==> config.mk <==
export PLATFORM = sky130hd
export DESIGN_NAME = postfix_expression_evaluator_top_flat
export DESIGN_NICKNAME = d
export VERILOG_FILES = /design/src/sv/pee_pkg.sv /design/src/sv/pee_ifs.sv /design/src/sv/pee_ram.sv /design/src/sv/pee_alu.sv /design/src/sv/postfix_expression_evaluator_top.sv /design/src/flat_wrapper.sv
export SDC_FILE = /design/constraint.sdc
export NUM_CORES = 2
export LEC_CHECK = 0
export ABC_AREA = 1
export BUFFER_PORTS_ARGS = -buffer_cell sky130_fd_sc_hd__buf_2
export CAP_MARGIN = 20
export CORE_MARGIN = 1.5
export CORE_UTILIZATION = 25
export CTS_BUF_LIST = sky130_fd_sc_hd__clkbuf_8
export DETAILED_ROUTE_END_ITERATION = 16
export PLACE_DENSITY_LB_ADDON = 0.25
export SLEW_MARGIN = 20
export SYNTH_ARGS = -nofsm -noshare
export SYNTH_HDL_FRONTEND = slang
export SYNTH_SLANG_ARGS = --single-unit
==> constraint.sdc <==
create_clock -name clk -period 7.1 [get_ports clk]
set_clock_uncertainty 0.1 [all_clocks]
set_input_delay 0.71 -clock clk [delete_from_list [all_inputs] [get_ports clk]]
set_output_delay 0.71 -clock clk [all_outputs]
set_load 0.05 [all_outputs]
==> src/sv/pee_pkg.sv <==
// Package for the postfix evaluator: character codes, status codes, ALU opcodes and types.
`default_nettype none

package pee_pkg;

  // Data word width of the operand stack and the ALU
  localparam int DATA_W = 32;

  // ASCII character codes
  localparam logic [7:0] CH_ZERO  = 8'h30;  // '0'
  localparam logic [7:0] CH_NINE  = 8'h39;  // '9'
  localparam logic [7:0] CH_PLUS  = 8'h2B;  // '+'
  localparam logic [7:0] CH_MINUS = 8'h2D;  // '-'
  localparam logic [7:0] CH_SLASH = 8'h2F;  // '/'
  localparam logic [7:0] CH_STAR  = 8'h2A;  // '*'
  localparam logic [7:0] CH_PCT   = 8'h25;  // '%'
  localparam logic [7:0] CH_CARET = 8'h5E;  // '^'

  // Status / sticky error codes
  localparam logic [1:0] ERR_NONE   = 2'd0;
  localparam logic [1:0] ERR_DIV0   = 2'd1;
  localparam logic [1:0] ERR_STACK  = 2'd2;
  localparam logic [1:0] ERR_SYMBOL = 2'd3;

  // ALU opcodes
  localparam int ALU_OP_W = 3;
  localparam logic [ALU_OP_W-1:0] ALU_ADD = 3'd0;
  localparam logic [ALU_OP_W-1:0] ALU_SUB = 3'd1;
  localparam logic [ALU_OP_W-1:0] ALU_MUL = 3'd2;
  localparam logic [ALU_OP_W-1:0] ALU_DIV = 3'd3;
  localparam logic [ALU_OP_W-1:0] ALU_MOD = 3'd4;
  localparam logic [ALU_OP_W-1:0] ALU_POW = 3'd5;

  // Sequencer to ALU request
  typedef struct packed {
    logic                start;
    logic [ALU_OP_W-1:0] op;
  } alu_req_t;

  // ALU to sequencer response
  typedef struct packed {
    logic done;
    logic div0;
  } alu_rsp_t;

endpackage

`default_nettype wire

==> src/sv/pee_ifs.sv <==
// Valid/ready channel interfaces for input characters and result words.
`default_nettype none

interface pee_in_if;
  logic       valid;
  logic       ready;
  logic [7:0] symbol;
  logic       last;

  modport source (output valid, output symbol, output last, input ready);
  modport sink   (input valid, input symbol, input last, output ready);
endinterface

interface pee_out_if;
  logic               valid;
  logic               ready;
  logic signed [31:0] value;
  logic [1:0]         status;

  modport source (output valid, output value, output status, input ready);
  modport sink   (input valid, input value, input status, output ready);
endinterface

`default_nettype wire

==> src/sv/pee_ram.sv <==
// Generic single-write, single-read RAM with registered read data.
`default_nettype none

module pee_ram #(
  parameter int WIDTH = 32,
  parameter int DEPTH = 64
) (
  input  wire logic                     clk,
  input  wire logic                     we,
  input  wire logic [$clog2(DEPTH)-1:0] waddr,
  input  wire logic [WIDTH-1:0]         wdata,
  input  wire logic [$clog2(DEPTH)-1:0] raddr,
  output logic      [WIDTH-1:0]         rdata
);

  logic [WIDTH-1:0] mem [DEPTH];

  always_ff @(posedge clk) begin
    if (we) begin
      mem[waddr] <= wdata;
    end
    rdata <= mem[raddr];
  end

endmodule

`default_nettype wire

==> src/sv/pee_alu.sv <==
// Shared iterative ALU: add, sub, combinational multiply, restoring divide, square-and-multiply power.
`default_nettype none

module pee_alu (
  input  wire logic                             clk,
  input  wire logic                             rst_n,
  input  wire pee_pkg::alu_req_t                req,
  input  wire logic [pee_pkg::DATA_W-1:0]       a,
  input  wire logic [pee_pkg::DATA_W-1:0]       b,
  output pee_pkg::alu_rsp_t                     rsp,
  output logic      [pee_pkg::DATA_W-1:0]       result
);

  localparam int W = pee_pkg::DATA_W;
  localparam int CNT_W = $clog2(W);

  localparam logic [2:0] A_IDLE   = 3'd0;
  localparam logic [2:0] A_DIV    = 3'd1;
  localparam logic [2:0] A_DIVFIX = 3'd2;
  localparam logic [2:0] A_POWM   = 3'd3;
  localparam logic [2:0] A_POWS   = 3'd4;

  logic [2:0]       state_r, state_nxt;
  logic             done_r, done_nxt;
  logic             div0_r, div0_nxt;
  logic [W-1:0]     res_r, res_nxt;
  logic [W-1:0]     num_r, num_nxt;    // dividend shifting out, quotient shifting in
  logic [W-1:0]     den_r, den_nxt;
  logic [W-1:0]     rem_r, rem_nxt;
  logic [CNT_W-1:0] cnt_r, cnt_nxt;
  logic             neg_q_r, neg_q_nxt;
  logic             neg_r_r, neg_r_nxt;
  logic             is_mod_r, is_mod_nxt;
  logic [W-1:0]     acc_r, acc_nxt;
  logic [W-1:0]     sq_r, sq_nxt;
  logic [W-1:0]     exp_r, exp_nxt;

  logic [W-1:0]     mul_x, mul_y, prod;
  logic [W-1:0]     a_mag, b_mag;
  logic [W:0]       rem_sh, diff;
  logic             ge;

  // The one multiplier, low word only
  assign prod = mul_x * mul_y;

  assign a_mag = a[W-1] ? (~a + 1'b1) : a;
  assign b_mag = b[W-1] ? (~b + 1'b1) : b;

  // Restoring divide step
  assign rem_sh = {rem_r, num_r[W-1]};
  assign diff   = rem_sh - {1'b0, den_r};
  assign ge     = ~diff[W];

  always_comb begin
    state_nxt  = state_r;
    done_nxt   = 1'b0;
    div0_nxt   = div0_r;
    res_nxt    = res_r;
    num_nxt    = num_r;
    den_nxt    = den_r;
    rem_nxt    = rem_r;
    cnt_nxt    = cnt_r;
    neg_q_nxt  = neg_q_r;
    neg_r_nxt  = neg_r_r;
    is_mod_nxt = is_mod_r;
    acc_nxt    = acc_r;
    sq_nxt     = sq_r;
    exp_nxt    = exp_r;
    mul_x      = a;
    mul_y      = b;

    case (state_r)
      A_IDLE: begin
        if (req.start) begin
          div0_nxt = 1'b0;
          case (req.op)
            pee_pkg::ALU_ADD: begin
              res_nxt  = a + b;
              done_nxt = 1'b1;
            end
            pee_pkg::ALU_SUB: begin
              res_nxt  = a - b;
              done_nxt = 1'b1;
            end
            pee_pkg::ALU_MUL: begin
              res_nxt  = prod;
              done_nxt = 1'b1;
            end
            pee_pkg::ALU_DIV, pee_pkg::ALU_MOD: begin
              if (b == '0) begin
                res_nxt  = '0;
                div0_nxt = 1'b1;
                done_nxt = 1'b1;
              end else begin
                num_nxt    = a_mag;
                den_nxt    = b_mag;
                rem_nxt    = '0;
                cnt_nxt    = CNT_W'(W - 1);
                neg_q_nxt  = a[W-1] ^ b[W-1];
                neg_r_nxt  = a[W-1];
                is_mod_nxt = (req.op == pee_pkg::ALU_MOD);
                state_nxt  = A_DIV;
              end
            end
            pee_pkg::ALU_POW: begin
              if (b[W-1]) begin
                // negative exponent: only bases 1, -1 and 0 are special
                done_nxt = 1'b1;
                if (a == W'(1)) begin
                  res_nxt = W'(1);
                end else if (a == '1) begin
                  res_nxt = b[0] ? '1 : W'(1);
                end else if (a == '0) begin
                  res_nxt  = '0;
                  div0_nxt = 1'b1;
                end else begin
                  res_nxt = '0;
                end
              end else begin
                acc_nxt   = W'(1);
                sq_nxt    = a;
                exp_nxt   = b;
                state_nxt = A_POWM;
              end
            end
            default: begin
              res_nxt  = '0;
              done_nxt = 1'b1;
            end
          endcase
        end
      end

      // one quotient bit per cycle
      A_DIV: begin
        rem_nxt = ge ? diff[W-1:0] : rem_sh[W-1:0];
        num_nxt = {num_r[W-2:0], ge};
        cnt_nxt = cnt_r - 1'b1;
        if (cnt_r == '0) begin
          state_nxt = A_DIVFIX;
        end
      end

      // apply signs: quotient toward zero, remainder takes dividend sign
      A_DIVFIX: begin
        if (is_mod_r) begin
          res_nxt = neg_r_r ? (~rem_r + 1'b1) : rem_r;
        end else begin
          res_nxt = neg_q_r ? (~num_r + 1'b1) : num_r;
        end
        done_nxt  = 1'b1;
        state_nxt = A_IDLE;
      end

      // acc *= sq when the exponent bit is set
      A_POWM: begin
        mul_x = acc_r;
        mul_y = sq_r;
        if (exp_r == '0) begin
          res_nxt   = acc_r;
          done_nxt  = 1'b1;
          state_nxt = A_IDLE;
        end else begin
          if (exp_r[0]) begin
            acc_nxt = prod;
          end
          state_nxt = A_POWS;
        end
      end

      // sq *= sq, next exponent bit
      A_POWS: begin
        mul_x     = sq_r;
        mul_y     = sq_r;
        sq_nxt    = prod;
        exp_nxt   = {1'b0, exp_r[W-1:1]};
        state_nxt = A_POWM;
      end

      default: begin
        state_nxt = A_IDLE;
      end
    endcase
  end

  // control state
  always_ff @(posedge clk) begin
    if (!rst_n) begin
      state_r <= A_IDLE;
      done_r  <= 1'b0;
    end else begin
      state_r <= state_nxt;
      done_r  <= done_nxt;
    end
  end

  // datapath
  always_ff @(posedge clk) begin
    div0_r   <= div0_nxt;
    res_r    <= res_nxt;
    num_r    <= num_nxt;
    den_r    <= den_nxt;
    rem_r    <= rem_nxt;
    cnt_r    <= cnt_nxt;
    neg_q_r  <= neg_q_nxt;
    neg_r_r  <= neg_r_nxt;
    is_mod_r <= is_mod_nxt;
    acc_r    <= acc_nxt;
    sq_r     <= sq_nxt;
    exp_r    <= exp_nxt;
  end

  assign rsp.done = done_r;
  assign rsp.div0 = div0_r;
  assign result   = res_r;

endmodule

`default_nettype wire

==> src/sv/postfix_expression_evaluator_top.sv <==
// Postfix expression evaluator: operand stack in RAM, sequencer, shared iterative ALU.
//
// Usage: characters of a postfix expression enter on in_ch (symbol, last), one
// word per valid/ready handshake. Digits push, operators pop two and push one.
// The word with last set produces one result word on out_ch (value, status):
// the stack top, or 0 with a nonzero status after a divide by zero, stack
// under/overflow or unknown symbol. Afterwards the stack and error are cleared.
// Steps per input word (in_ch.ready is low while a word is being worked on):
//   digit, unknown symbol or operator on a short stack: handled in S_IDLE alone
//   + - *: one stack RAM read (S_READ), then one ALU pass (S_EXEC)
//   / %: restoring divider, one quotient bit per cycle; no divide steps on a zero divisor
//   ^: a multiply and a square step per significant exponent bit (one shared multiplier);
//      no multiply steps for a negative exponent
//   a word with last set: then S_FIN loads the output register.
// The output register frees in_ch from out_ch: the next expression is taken
// while a result waits; only the next result's final cycle waits on out_ready.
// Reset (synchronous, rst_n low) empties the stack and clears the error; the
// stack RAM itself is not cleared and needs no sweep.
`default_nettype none

module postfix_expression_evaluator_top #(
  parameter int STACK_DEPTH = 64
) (
  input wire logic  clk,
  input wire logic  rst_n,
  pee_in_if.sink    in_ch,
  pee_out_if.source out_ch
);

  localparam int W      = pee_pkg::DATA_W;
  localparam int ADDR_W = $clog2(STACK_DEPTH);
  localparam int PTR_W  = $clog2(STACK_DEPTH + 1);

  localparam logic [1:0] S_IDLE = 2'd0;
  localparam logic [1:0] S_READ = 2'd1;
  localparam logic [1:0] S_EXEC = 2'd2;
  localparam logic [1:0] S_FIN  = 2'd3;

  logic [1:0]                      state_r, state_nxt;
  logic [PTR_W-1:0]                sp_r, sp_nxt;
  logic [1:0]                      err_r, err_nxt;
  logic [W-1:0]                    top_r, top_nxt;
  logic                            last_r, last_nxt;
  logic [pee_pkg::ALU_OP_W-1:0]    op_r, op_nxt;
  logic                            out_valid_r, out_valid_nxt;
  logic [W-1:0]                    out_value_r, out_value_nxt;
  logic [1:0]                      out_status_r, out_status_nxt;

  logic                            accept;
  logic                            is_digit, is_known;
  logic [7:0]                      digit_val;
  logic [pee_pkg::ALU_OP_W-1:0]    sym_op;
  logic [PTR_W-1:0]                sp_m2;
  logic                            we;
  logic [ADDR_W-1:0]               waddr, raddr;
  logic [W-1:0]                    wdata, rdata;
  logic [1:0]                      fin_status;
  pee_pkg::alu_req_t               alu_req;
  pee_pkg::alu_rsp_t               alu_rsp;
  logic [W-1:0]                    alu_res;

  // keep the first error of an expression
  function automatic logic [1:0] sticky(input logic [1:0] cur, input logic [1:0] code);
    sticky = (cur == pee_pkg::ERR_NONE) ? code : cur;
  endfunction

  assign accept    = in_ch.valid && in_ch.ready;
  assign digit_val = in_ch.symbol - pee_pkg::CH_ZERO;
  assign sp_m2     = sp_r - PTR_W'(2);
  assign raddr     = sp_m2[ADDR_W-1:0];

  // symbol decode
  always_comb begin
    is_digit = in_ch.symbol inside {[pee_pkg::CH_ZERO:pee_pkg::CH_NINE]};
    is_known = 1'b1;
    sym_op   = pee_pkg::ALU_ADD;
    case (in_ch.symbol)
      pee_pkg::CH_PLUS:  sym_op = pee_pkg::ALU_ADD;
      pee_pkg::CH_MINUS: sym_op = pee_pkg::ALU_SUB;
      pee_pkg::CH_STAR:  sym_op = pee_pkg::ALU_MUL;
      pee_pkg::CH_SLASH: sym_op = pee_pkg::ALU_DIV;
      pee_pkg::CH_PCT:   sym_op = pee_pkg::ALU_MOD;
      pee_pkg::CH_CARET: sym_op = pee_pkg::ALU_POW;
      default:           is_known = 1'b0;
    endcase
  end

  // final status: an empty stack at the end is a stack error
  assign fin_status = (sp_r == '0) ? sticky(err_r, pee_pkg::ERR_STACK) : err_r;

  // sequencer
  always_comb begin
    state_nxt      = state_r;
    sp_nxt         = sp_r;
    err_nxt        = err_r;
    top_nxt        = top_r;
    last_nxt       = last_r;
    op_nxt         = op_r;
    out_valid_nxt  = out_valid_r && !out_ch.ready;
    out_value_nxt  = out_value_r;
    out_status_nxt = out_status_r;
    we             = 1'b0;
    waddr          = sp_r[ADDR_W-1:0];
    wdata          = '0;
    alu_req.start  = 1'b0;
    alu_req.op     = op_r;

    case (state_r)
      S_IDLE: begin
        if (accept) begin
          last_nxt  = in_ch.last;
          state_nxt = in_ch.last ? S_FIN : S_IDLE;
          if (is_digit) begin
            if (sp_r == PTR_W'(STACK_DEPTH)) begin
              err_nxt = sticky(err_r, pee_pkg::ERR_STACK);
            end else begin
              we      = 1'b1;
              wdata   = {{(W - 8){1'b0}}, digit_val};
              top_nxt = wdata;
              sp_nxt  = sp_r + 1'b1;
            end
          end else if (sp_r < PTR_W'(2)) begin
            // short stack: consume what is there, push 0
            err_nxt = sticky(err_r, pee_pkg::ERR_STACK);
            we      = 1'b1;
            waddr   = '0;
            top_nxt = '0;
            sp_nxt  = PTR_W'(1);
          end else if (!is_known) begin
            err_nxt = sticky(err_r, pee_pkg::ERR_SYMBOL);
            we      = 1'b1;
            waddr   = sp_m2[ADDR_W-1:0];
            top_nxt = '0;
            sp_nxt  = sp_r - 1'b1;
          end else begin
            // left operand read from RAM, right operand is the cached top
            op_nxt    = sym_op;
            sp_nxt    = sp_m2;
            state_nxt = S_READ;
          end
        end
      end

      S_READ: begin
        alu_req.start = 1'b1;
        state_nxt     = S_EXEC;
      end

      S_EXEC: begin
        if (alu_rsp.done) begin
          we      = 1'b1;
          wdata   = alu_res;
          top_nxt = alu_res;
          sp_nxt  = sp_r + 1'b1;
          if (alu_rsp.div0) begin
            err_nxt = sticky(err_r, pee_pkg::ERR_DIV0);
          end
          state_nxt = last_r ? S_FIN : S_IDLE;
        end
      end

      S_FIN: begin
        if (!out_valid_r || out_ch.ready) begin
          out_valid_nxt  = 1'b1;
          out_status_nxt = fin_status;
          out_value_nxt  = (fin_status == pee_pkg::ERR_NONE) ? top_r : '0;
          sp_nxt         = '0;
          err_nxt        = pee_pkg::ERR_NONE;
          state_nxt      = S_IDLE;
        end
      end

      default: begin
        state_nxt = S_IDLE;
      end
    endcase
  end

  // control state
  always_ff @(posedge clk) begin
    if (!rst_n) begin
      state_r     <= S_IDLE;
      sp_r        <= '0;
      err_r       <= pee_pkg::ERR_NONE;
      out_valid_r <= 1'b0;
    end else begin
      state_r     <= state_nxt;
      sp_r        <= sp_nxt;
      err_r       <= err_nxt;
      out_valid_r <= out_valid_nxt;
    end
  end

  // payload
  always_ff @(posedge clk) begin
    top_r        <= top_nxt;
    last_r       <= last_nxt;
    op_r         <= op_nxt;
    out_value_r  <= out_value_nxt;
    out_status_r <= out_status_nxt;
  end

  // operand stack
  pee_ram #(
    .WIDTH (W),
    .DEPTH (STACK_DEPTH)
  ) u_stack (
    .clk   (clk),
    .we    (we),
    .waddr (waddr),
    .wdata (wdata),
    .raddr (raddr),
    .rdata (rdata)
  );

  pee_alu u_alu (
    .clk    (clk),
    .rst_n  (rst_n),
    .req    (alu_req),
    .a      (rdata),
    .b      (top_r),
    .rsp    (alu_rsp),
    .result (alu_res)
  );

  assign in_ch.ready   = (state_r == S_IDLE);
  assign out_ch.valid  = out_valid_r;
  assign out_ch.value  = out_value_r;
  assign out_ch.status = out_status_r;

endmodule

`default_nettype wire
==> src/flat_wrapper.sv <==
// flat-port wrapper written by rule: the top's interface ports become plain ports
module postfix_expression_evaluator_top_flat 
#(
  parameter int STACK_DEPTH = 64
)
  (clk, rst_n, in_ch_valid, in_ch_symbol, in_ch_last, in_ch_ready, out_ch_valid, out_ch_value, out_ch_status, out_ch_ready);
  pee_in_if in_ch_i ();
  pee_out_if out_ch_i ();
  input wire logic clk;
  input wire logic rst_n;
  input wire logic [$bits(in_ch_i.valid)-1:0] in_ch_valid;
  input wire logic [$bits(in_ch_i.symbol)-1:0] in_ch_symbol;
  input wire logic [$bits(in_ch_i.last)-1:0] in_ch_last;
  output wire logic [$bits(in_ch_i.ready)-1:0] in_ch_ready;
  output wire logic [$bits(out_ch_i.valid)-1:0] out_ch_valid;
  output wire logic [$bits(out_ch_i.value)-1:0] out_ch_value;
  output wire logic [$bits(out_ch_i.status)-1:0] out_ch_status;
  input wire logic [$bits(out_ch_i.ready)-1:0] out_ch_ready;
  assign in_ch_i.valid = in_ch_valid;
  assign in_ch_i.symbol = in_ch_symbol;
  assign in_ch_i.last = in_ch_last;
  assign in_ch_ready = in_ch_i.ready;
  assign out_ch_valid = out_ch_i.valid;
  assign out_ch_value = out_ch_i.value;
  assign out_ch_status = out_ch_i.status;
  assign out_ch_i.ready = out_ch_ready;
  postfix_expression_evaluator_top #(.STACK_DEPTH(STACK_DEPTH)) u_core (.clk(clk), .rst_n(rst_n), .in_ch(in_ch_i), .out_ch(out_ch_i));
endmodule
# Word-level counts from Yosys, hierarchy flattened
# Memory sizes are Yosys's and may differ from the RTL's. A register that Yosys moved wholly into a read port is not among the register bits.
# Index checks and enable logic that the tools add are counted.
dict set report totals {
  reg_bits 319
  latchBits 0
  mem_bits_rw 2048
  rom_bits 0
  wordCells 254
  mem_count 1
}
# name words word_bits rd rd_ports_with_merged_regs write_ports line_no
set mem_list {}
lappend mem_list {u_core.u_stack.mem 64 32 1 1 1 pee_ram.sv:16} ;# logic [WIDTH-1:0] mem [DEPTH];
dict set report classes {
  addsub 12
  mul 1
  div 0
  order_cmp 3
  n_eq_ne 44
  n_shift 0
  muxes 121
  bitwise 9
  n_reduce_logical 39
}
# operator count
set op_table {}
lappend op_table {{two-way mux 32 bit} 39}
lappend op_table {{one-hot mux 32 bit (2 select lines)} 8}
lappend op_table {{one-hot mux 32 bit (5 select lines)} 1}
lappend op_table {{adder 32 x 1 -> 32 bit (second input constant)} 4}
lappend op_table {{NOT 32 bit} 4}
lappend op_table {{logical NOT 32 bit} 3}
lappend op_table {{one-hot mux 32 bit (3 select lines)} 1}
lappend op_table {{two-way mux 7 bit} 7}
lappend op_table {{== test 8 x 6 -> 1 bit (second input constant)} 5}
lappend op_table {{two-way mux 2 bit} 19}
lappend op_table {{subtractor 33 x 32 -> 33 bit} 1}
lappend op_table {{adder 32 bit} 1}
lappend op_table {{== test 32 x 1 -> 1 bit (second input constant)} 1}
lappend op_table {{== test 32 bit (second input constant)} 1}
lappend op_table {{multiplier 32 x 32 -> 32 bit} 1}
lappend op_table {{subtractor 32 bit} 1}
lappend op_table {{two-way mux 31 bit} 1}
lappend op_table {{two-way mux 6 bit} 5}
lappend op_table {{AND reduction 5 bit} 5}
lappend op_table {{one-hot mux 7 bit (3 select lines)} 1}
lappend op_table {{two-way mux 1 bit} 20}
lappend op_table {{inequality test 2 bit (second input constant)} 9}
lappend op_table {{two-way mux 3 bit} 5}
lappend op_table {{two-way mux 5 bit} 3}
lappend op_table {{47 further kinds} 83}

# Depth between registers and ports, before layout
dict set report logic_depth {
  depth_word 10
  ltp_mapped 46
  ltp_nobuf 44
}

# Cells and area by module
# A second synthesis with hierarchy kept.
dict set report unflattened {
  hier_cells 11762
  area_unflattened_um2 121301.3
}
# module instances cells_each area_each_um2 seq_area_each_um2
set by_module_without_submodules {}
lappend by_module_without_submodules {pee_ram 1 6785 82785.6 62139.6}
lappend by_module_without_submodules {pee_alu 1 4448 33955.1 7046.8}
lappend by_module_without_submodules {postfix_expression_evaluator_top 1 529 4560.6 2342.2}

# Least setup slack after synthesis
# OpenSTA, ideal clock, no wires.
dict set report synth_timing {
  kind {reg2reg}
  startpoint {reg u_core.u_alu.state_r[2]}
  endpoint {reg u_core.u_alu.res_r[29] (netlist: u_core.u_alu.result[29]) (data pin)}
  setup_time_ps 263
  arrival_ps 7431
  required_time_ps 6737
  setup_slack_ps -694
  path_stages_with_launch 37
  cell_sequence {dfxtp_1 -> buf_4 -> inv_4 -> nand3_4 -> nand2_8 -> buf_6 -> nand2_1 -> o21ai_1 -> inv_1 -> clkbuf_1 -> nor2_1 -> fa_1 -> fa_1 -> fa_1 -> inv_1 -> fa_1 -> inv_1 -> fa_1 -> inv_1 -> fa_1 -> inv_1 -> fa_1 -> fa_1 -> ha_1 -> nand2_1 -> nor4_1 -> nand4_1 -> nand3_1 -> nand2_1 -> o211ai_1 -> a21oi_1 -> o21ai_0 -> xor2_1 -> nand2_1 -> nand3_1 -> nand2_1 -> nand3_1}
}
dict set report synth_via {
  elab_chain_len 7
  elab_cells_between_ends 11
}
# item line_no
set synth_rtl {}
lappend synth_rtl {{start: declaration} pee_alu.sv:23} ;# logic [2:0] state_r, state_nxt;
lappend synth_rtl {{start signal: assignment} pee_alu.sv:192} ;# state_r <= state_nxt;
lappend synth_rtl {{== test 3 x 2 -> 1 bit or == test 3 bit (tied branches)} pee_alu.sv:72} ;# case (state_r)
lappend synth_rtl {{OR reduction 2 bit (no line)} n/a}
lappend synth_rtl {{two-way mux 32 bit} pee_alu.sv:72}
lappend synth_rtl {{multiplier 32 x 32 -> 32 bit} pee_alu.sv:44} ;# assign prod = mul_x * mul_y;
lappend synth_rtl {{one-hot mux 32 bit (5 select lines)} pee_alu.sv:76} ;# case (req.op)
lappend synth_rtl {{two-way mux 32 bit} pee_alu.sv:74} ;# if (req.start) begin
lappend synth_rtl {{one-hot mux 32 bit (3 select lines) *} pee_alu.sv:72}
lappend synth_rtl {{named net u_core.u_alu.res_nxt[29]} pee_alu.sv:26} ;# logic [W-1:0] res_r, res_nxt;
lappend synth_rtl {{end signal: assignment} pee_alu.sv:200} ;# res_r <= res_nxt;
lappend synth_rtl {{end: declaration} pee_alu.sv:26}
# The timed path passes the listed nets; every way through them passes the cells marked *. The select of a mux whose other input is x is not followed.
# A chain may end at the register's enable or synchronous reset.

# Worst setup path after layout
dict set report layout_timing {
  startpoint {reg u_core.u_alu.state_r[0]}
  endpoint {reg u_core.u_alu.res_r[30] (netlist: u_core.u_alu.result[30]) (data pin)}
}
# The elaborated chain is that of the path after synthesis.

==> results.py <==
metrics = {
    "logic_synthesis": {
        "synth_largest_area_cell": "edfxtp_1",
        "synthArstFlopShare_pct": 0,
        "synth_seq_cells": 2398,
        "synthSimpleGateAreaFrac_pct": 11.9,
        "ys_top_cells_by_area": "edfxtp_1 60%, fa_1 6.9%, o21ai_0 6.9%",
        "synth-xor-area-share_pct": 0.984,
        "synth_cell_types": 66,
        "synth_edf_count": 2350,
        "muxShareOfSynthArea_pct": 0,
        "synth_nets": 11500,
        "ys.warnings.count": 0,
        "synth_top_area_share_pct": 59.6,
        "synth_compound_area_share_pct": 12.7,
        "synth_top_family_by_area": "compound AO/OA/AOI/OAI gates",
        "syn_inst": 10900,
        "synth-main-ff-cell": "edfxtp_1",
        "synth-adder-area-share_pct": 9.07,
        "syn_avg_cell_area_um2": 10.9,
        "yosysSeqAreaShare_pct": 60.4,
        "syn_area_um2": 118000,
    },
    "detailed_routing": {
        "drc_errors": 0,
        "vias": 88600,
        "wl_um": 448000,
        "dr.pass1.iters": 6,
        "drt-wirelength-per-cell_um": 24.7,
        "final_antenna_net_count": 0,
        "routed_via_density": 4.88,
        "drtIter0Drc": 9698,
    },
    "timing": {
        "finalHoldViolCount": 0,
        "finalMaxSlewViolations": 0,
        "finalCritPeriodShare_pct": 112,
        "rsz0062_at_grt": "yes",
        "setup_tns_ps": -24230,
        "relSlewSlack_pct": 13.3,
        "final-setup-viol-count": 54,
        "post-route-min-period_ps": 7920,
        "max_freq_ghz": 0.126,
        "tightest_slew_ps": 1300,
        "finalWorstSetupSlack_ps": -817,
    },
    "final_layout": {
        "final_cell_mix": "2350 x edfxtp_1, 1959 x nor2_1, 1604 x o21ai_0",
        "fin_area_um2": 141000,
        "final_common_cell": "edfxtp_1",
        "fill_cells": 49200,
        "final_nets": 12200,
        "syn2layout_area_growth_pct": 19.3,
        "final_layout_size_suffix_gt1_share_pct": 15.7,
    },
    "global_route": {
        "grt_pass1_wl_um": 634000,
        "grt_usage_pct": 18.1,
        "antenna_found_initial": 45,
        "grt_pass1_vias": 85000,
        "grt_max_degree": 173,
        "overflow": 0,
    },
    "clocking": {
        "cts_tree": "yes",
        "clock_path_buffers": 4,
        "clk_pin_slew_ps": 60,
        "clock_latency_ps": 1120,
        "htreeDepth": 5,
        "clkSinkCount": 2398,
        "root_buffer": "clkbuf_8",
        "numCtsBuffers": 413,
    },
    "worst_setup_path": {
        "cp_max_fo": 8,
        "critPathCaptureType": "flip-flop",
        "critPathKind": "reg2reg",
        "slowest_delay_ps": 620,
        "startpoint_type": "flip-flop",
        "cp.arrival_ps": 8620,
        "crit_top_cell": "fa_1",
        "crit_slowest_cell": "fa_1",
        "crit_required_ps": 7800,
    },
    "outcome": {
        "violations": "setup timing",
        "status": "finished with violations",
    },
    "place": {
        "routabilityCongestion": 0.981,
        "dp_hpwl_um": 291000,
        "placed_area_um2": 132000,
        "portBuffers": 48,
        "dp_slack_ps": -1110,
    },
    "floorplan": {
        "row_count": 252,
        "core_um2": 471000,
        "io_pins": 49,
        "dieArea_um2": 478000,
        "die_height_um": 691,
        "die-width_um": 691,
        "initial_core_util_pct": 25.1,
    },
    "flow_run": {
        "max-cap-violations": 0,
    },
    "hold_path": {
        "hp-class": "in2reg",
    },
}
[critical path, delay by kind of cell, from the launching register on]
| kind | cells | cell delay (ps) |
|---|---|---|
| adders and majority gates | 9 | 4390 |
| AOI/OAI and AO/OA | 4 | 720 |
| and+or+nand+nor | 9 | 1160 |
| DFF | 1 | 380 |
| buffers and inverters | 8 | 750 |
| xor gates and xnor gates | 1 | 170 |
[cell families (layout without fill, tap and decap cells)]
group | count (synthesis) | in the layout
DFF | 2398 | 2398
xor gates and xnor gates | 133 | 133
AOI/OAI and AO/OA | 2718 | 2718
adders and majority gates | 612 | 612
other | 0 | 18
buffers and inverters | 1502 | 2532
and+or+nand+nor | 3514 | 3514
[cell type report]
class	instances	area [um^2]	area share, %
clock inverter	321	1560	1.10
clock buffer	422	5810	4.11
inverter	874	3390	2.40
multi-input combinational	6977	43200	30.6
tap	6223	7790	5.52
antenna	18	45.0	0.0319
sequential	2398	71500	50.7
timing repair buffer	915	7810	5.53
[repair_timing]
item                                    in CTS  in global routing
hold buffers                                 6                  0
hold endpoints to repair                    10                  0
endpoints found under the setup margin      69                 66
buffers inserted                            34                 18
pin swaps                                   49                 35
gates cloned                                 1                  2
gates resized for setup                    237                 67
[state kept, by name, summed over array words and instances (netlist names), 2 cells and up]
| name | flops |
|---|---|
| u_core.err_r | 2 |
| u_core.op_r | 3 |
| u_core.out_ch.status | 2 |
| u_core.out_ch.value | 32 |
| u_core.sp_r | 7 |
| u_core.state_r | 2 |
| u_core.top_r | 32 |
| u_core.u_alu.acc_r | 32 |
| u_core.u_alu.cnt_r | 5 |
| u_core.u_alu.den_r | 32 |
| u_core.u_alu.exp_r | 31 |
| u_core.u_alu.num_r | 32 |
| u_core.u_alu.rem_r | 32 |
| u_core.u_alu.result | 32 |
| u_core.u_alu.sq_r | 32 |
| u_core.u_alu.state_r | 3 |
| u_core.u_stack.mem | 2048 |
| u_core.u_stack.rdata | 32 |
[routing by layer]
| layer | GRT usage (%) | vias up | wire, um |
|---|---|---|---|
| met3 | 2.68 | 687 | 32200 |
| met5 | 0 | - | 131 |
| met1 | 25.8 | 44800 | 200000 |
| li1 | - | 39700 | - |
| met4 | 6.19 | 20 | 16100 |
| met2 | 28.0 | 3389 | 199000 |
[final timing paths]
check / start / end / slack, ps / cells past startpoint
min: in_ch_symbol[4] / u_core.top_r[4]$_DFFE_PP_ / 110 / 4
max reg2reg: u_core.u_alu.state_r[0]$_SDFFE_PN0P_ / u_core.u_alu.result[30]$_DFFE_PP_ / -820 / 31
min reg2reg: u_core.err_r[0]$_SDFFE_PN0P_ / u_core.out_ch.status[0]$_DFFE_PP_ / 400 / 0
max: u_core.u_alu.state_r[0]$_SDFFE_PN0P_ / u_core.u_alu.result[30]$_DFFE_PP_ / -820 / 31
[Yosys cell counts, types with 17 or more instances]
cell type / instances
dfxtp_1: 48
ha_1: 202
edfxtp_1: 2350
fa_1: 410
o21ai_0: 1636
o22ai_1: 625
a211oi_1: 17
o221ai_1: 30
o32ai_1: 38
a21oi_1: 221
nand3_1: 202
o211ai_1: 43
nand4_1: 40
nand2_1: 988
nor4_1: 29
nor2_1: 2083
buf_1: 32
xnor2_1: 32
nor3_1: 98
xor2_1: 101
inv_1: 842
inv_2: 20
clkbuf_1: 566
[metrics by stage]
step	utilization, %	std cells	hold WS (ps)
2_1_floorplan	-	10900	359
3_3_place_gp	28.0	17300	394
3_5_place_dp	28.0	17300	382
4_1_cts	29.9	18100	15.6
5_1_grt	30.0	18100	120
6_report	30.0	18100	112
Power is left out: the tool's default activity adds up to more than one toggle a clock period on the data nets, which glitch-free logic cannot reach.
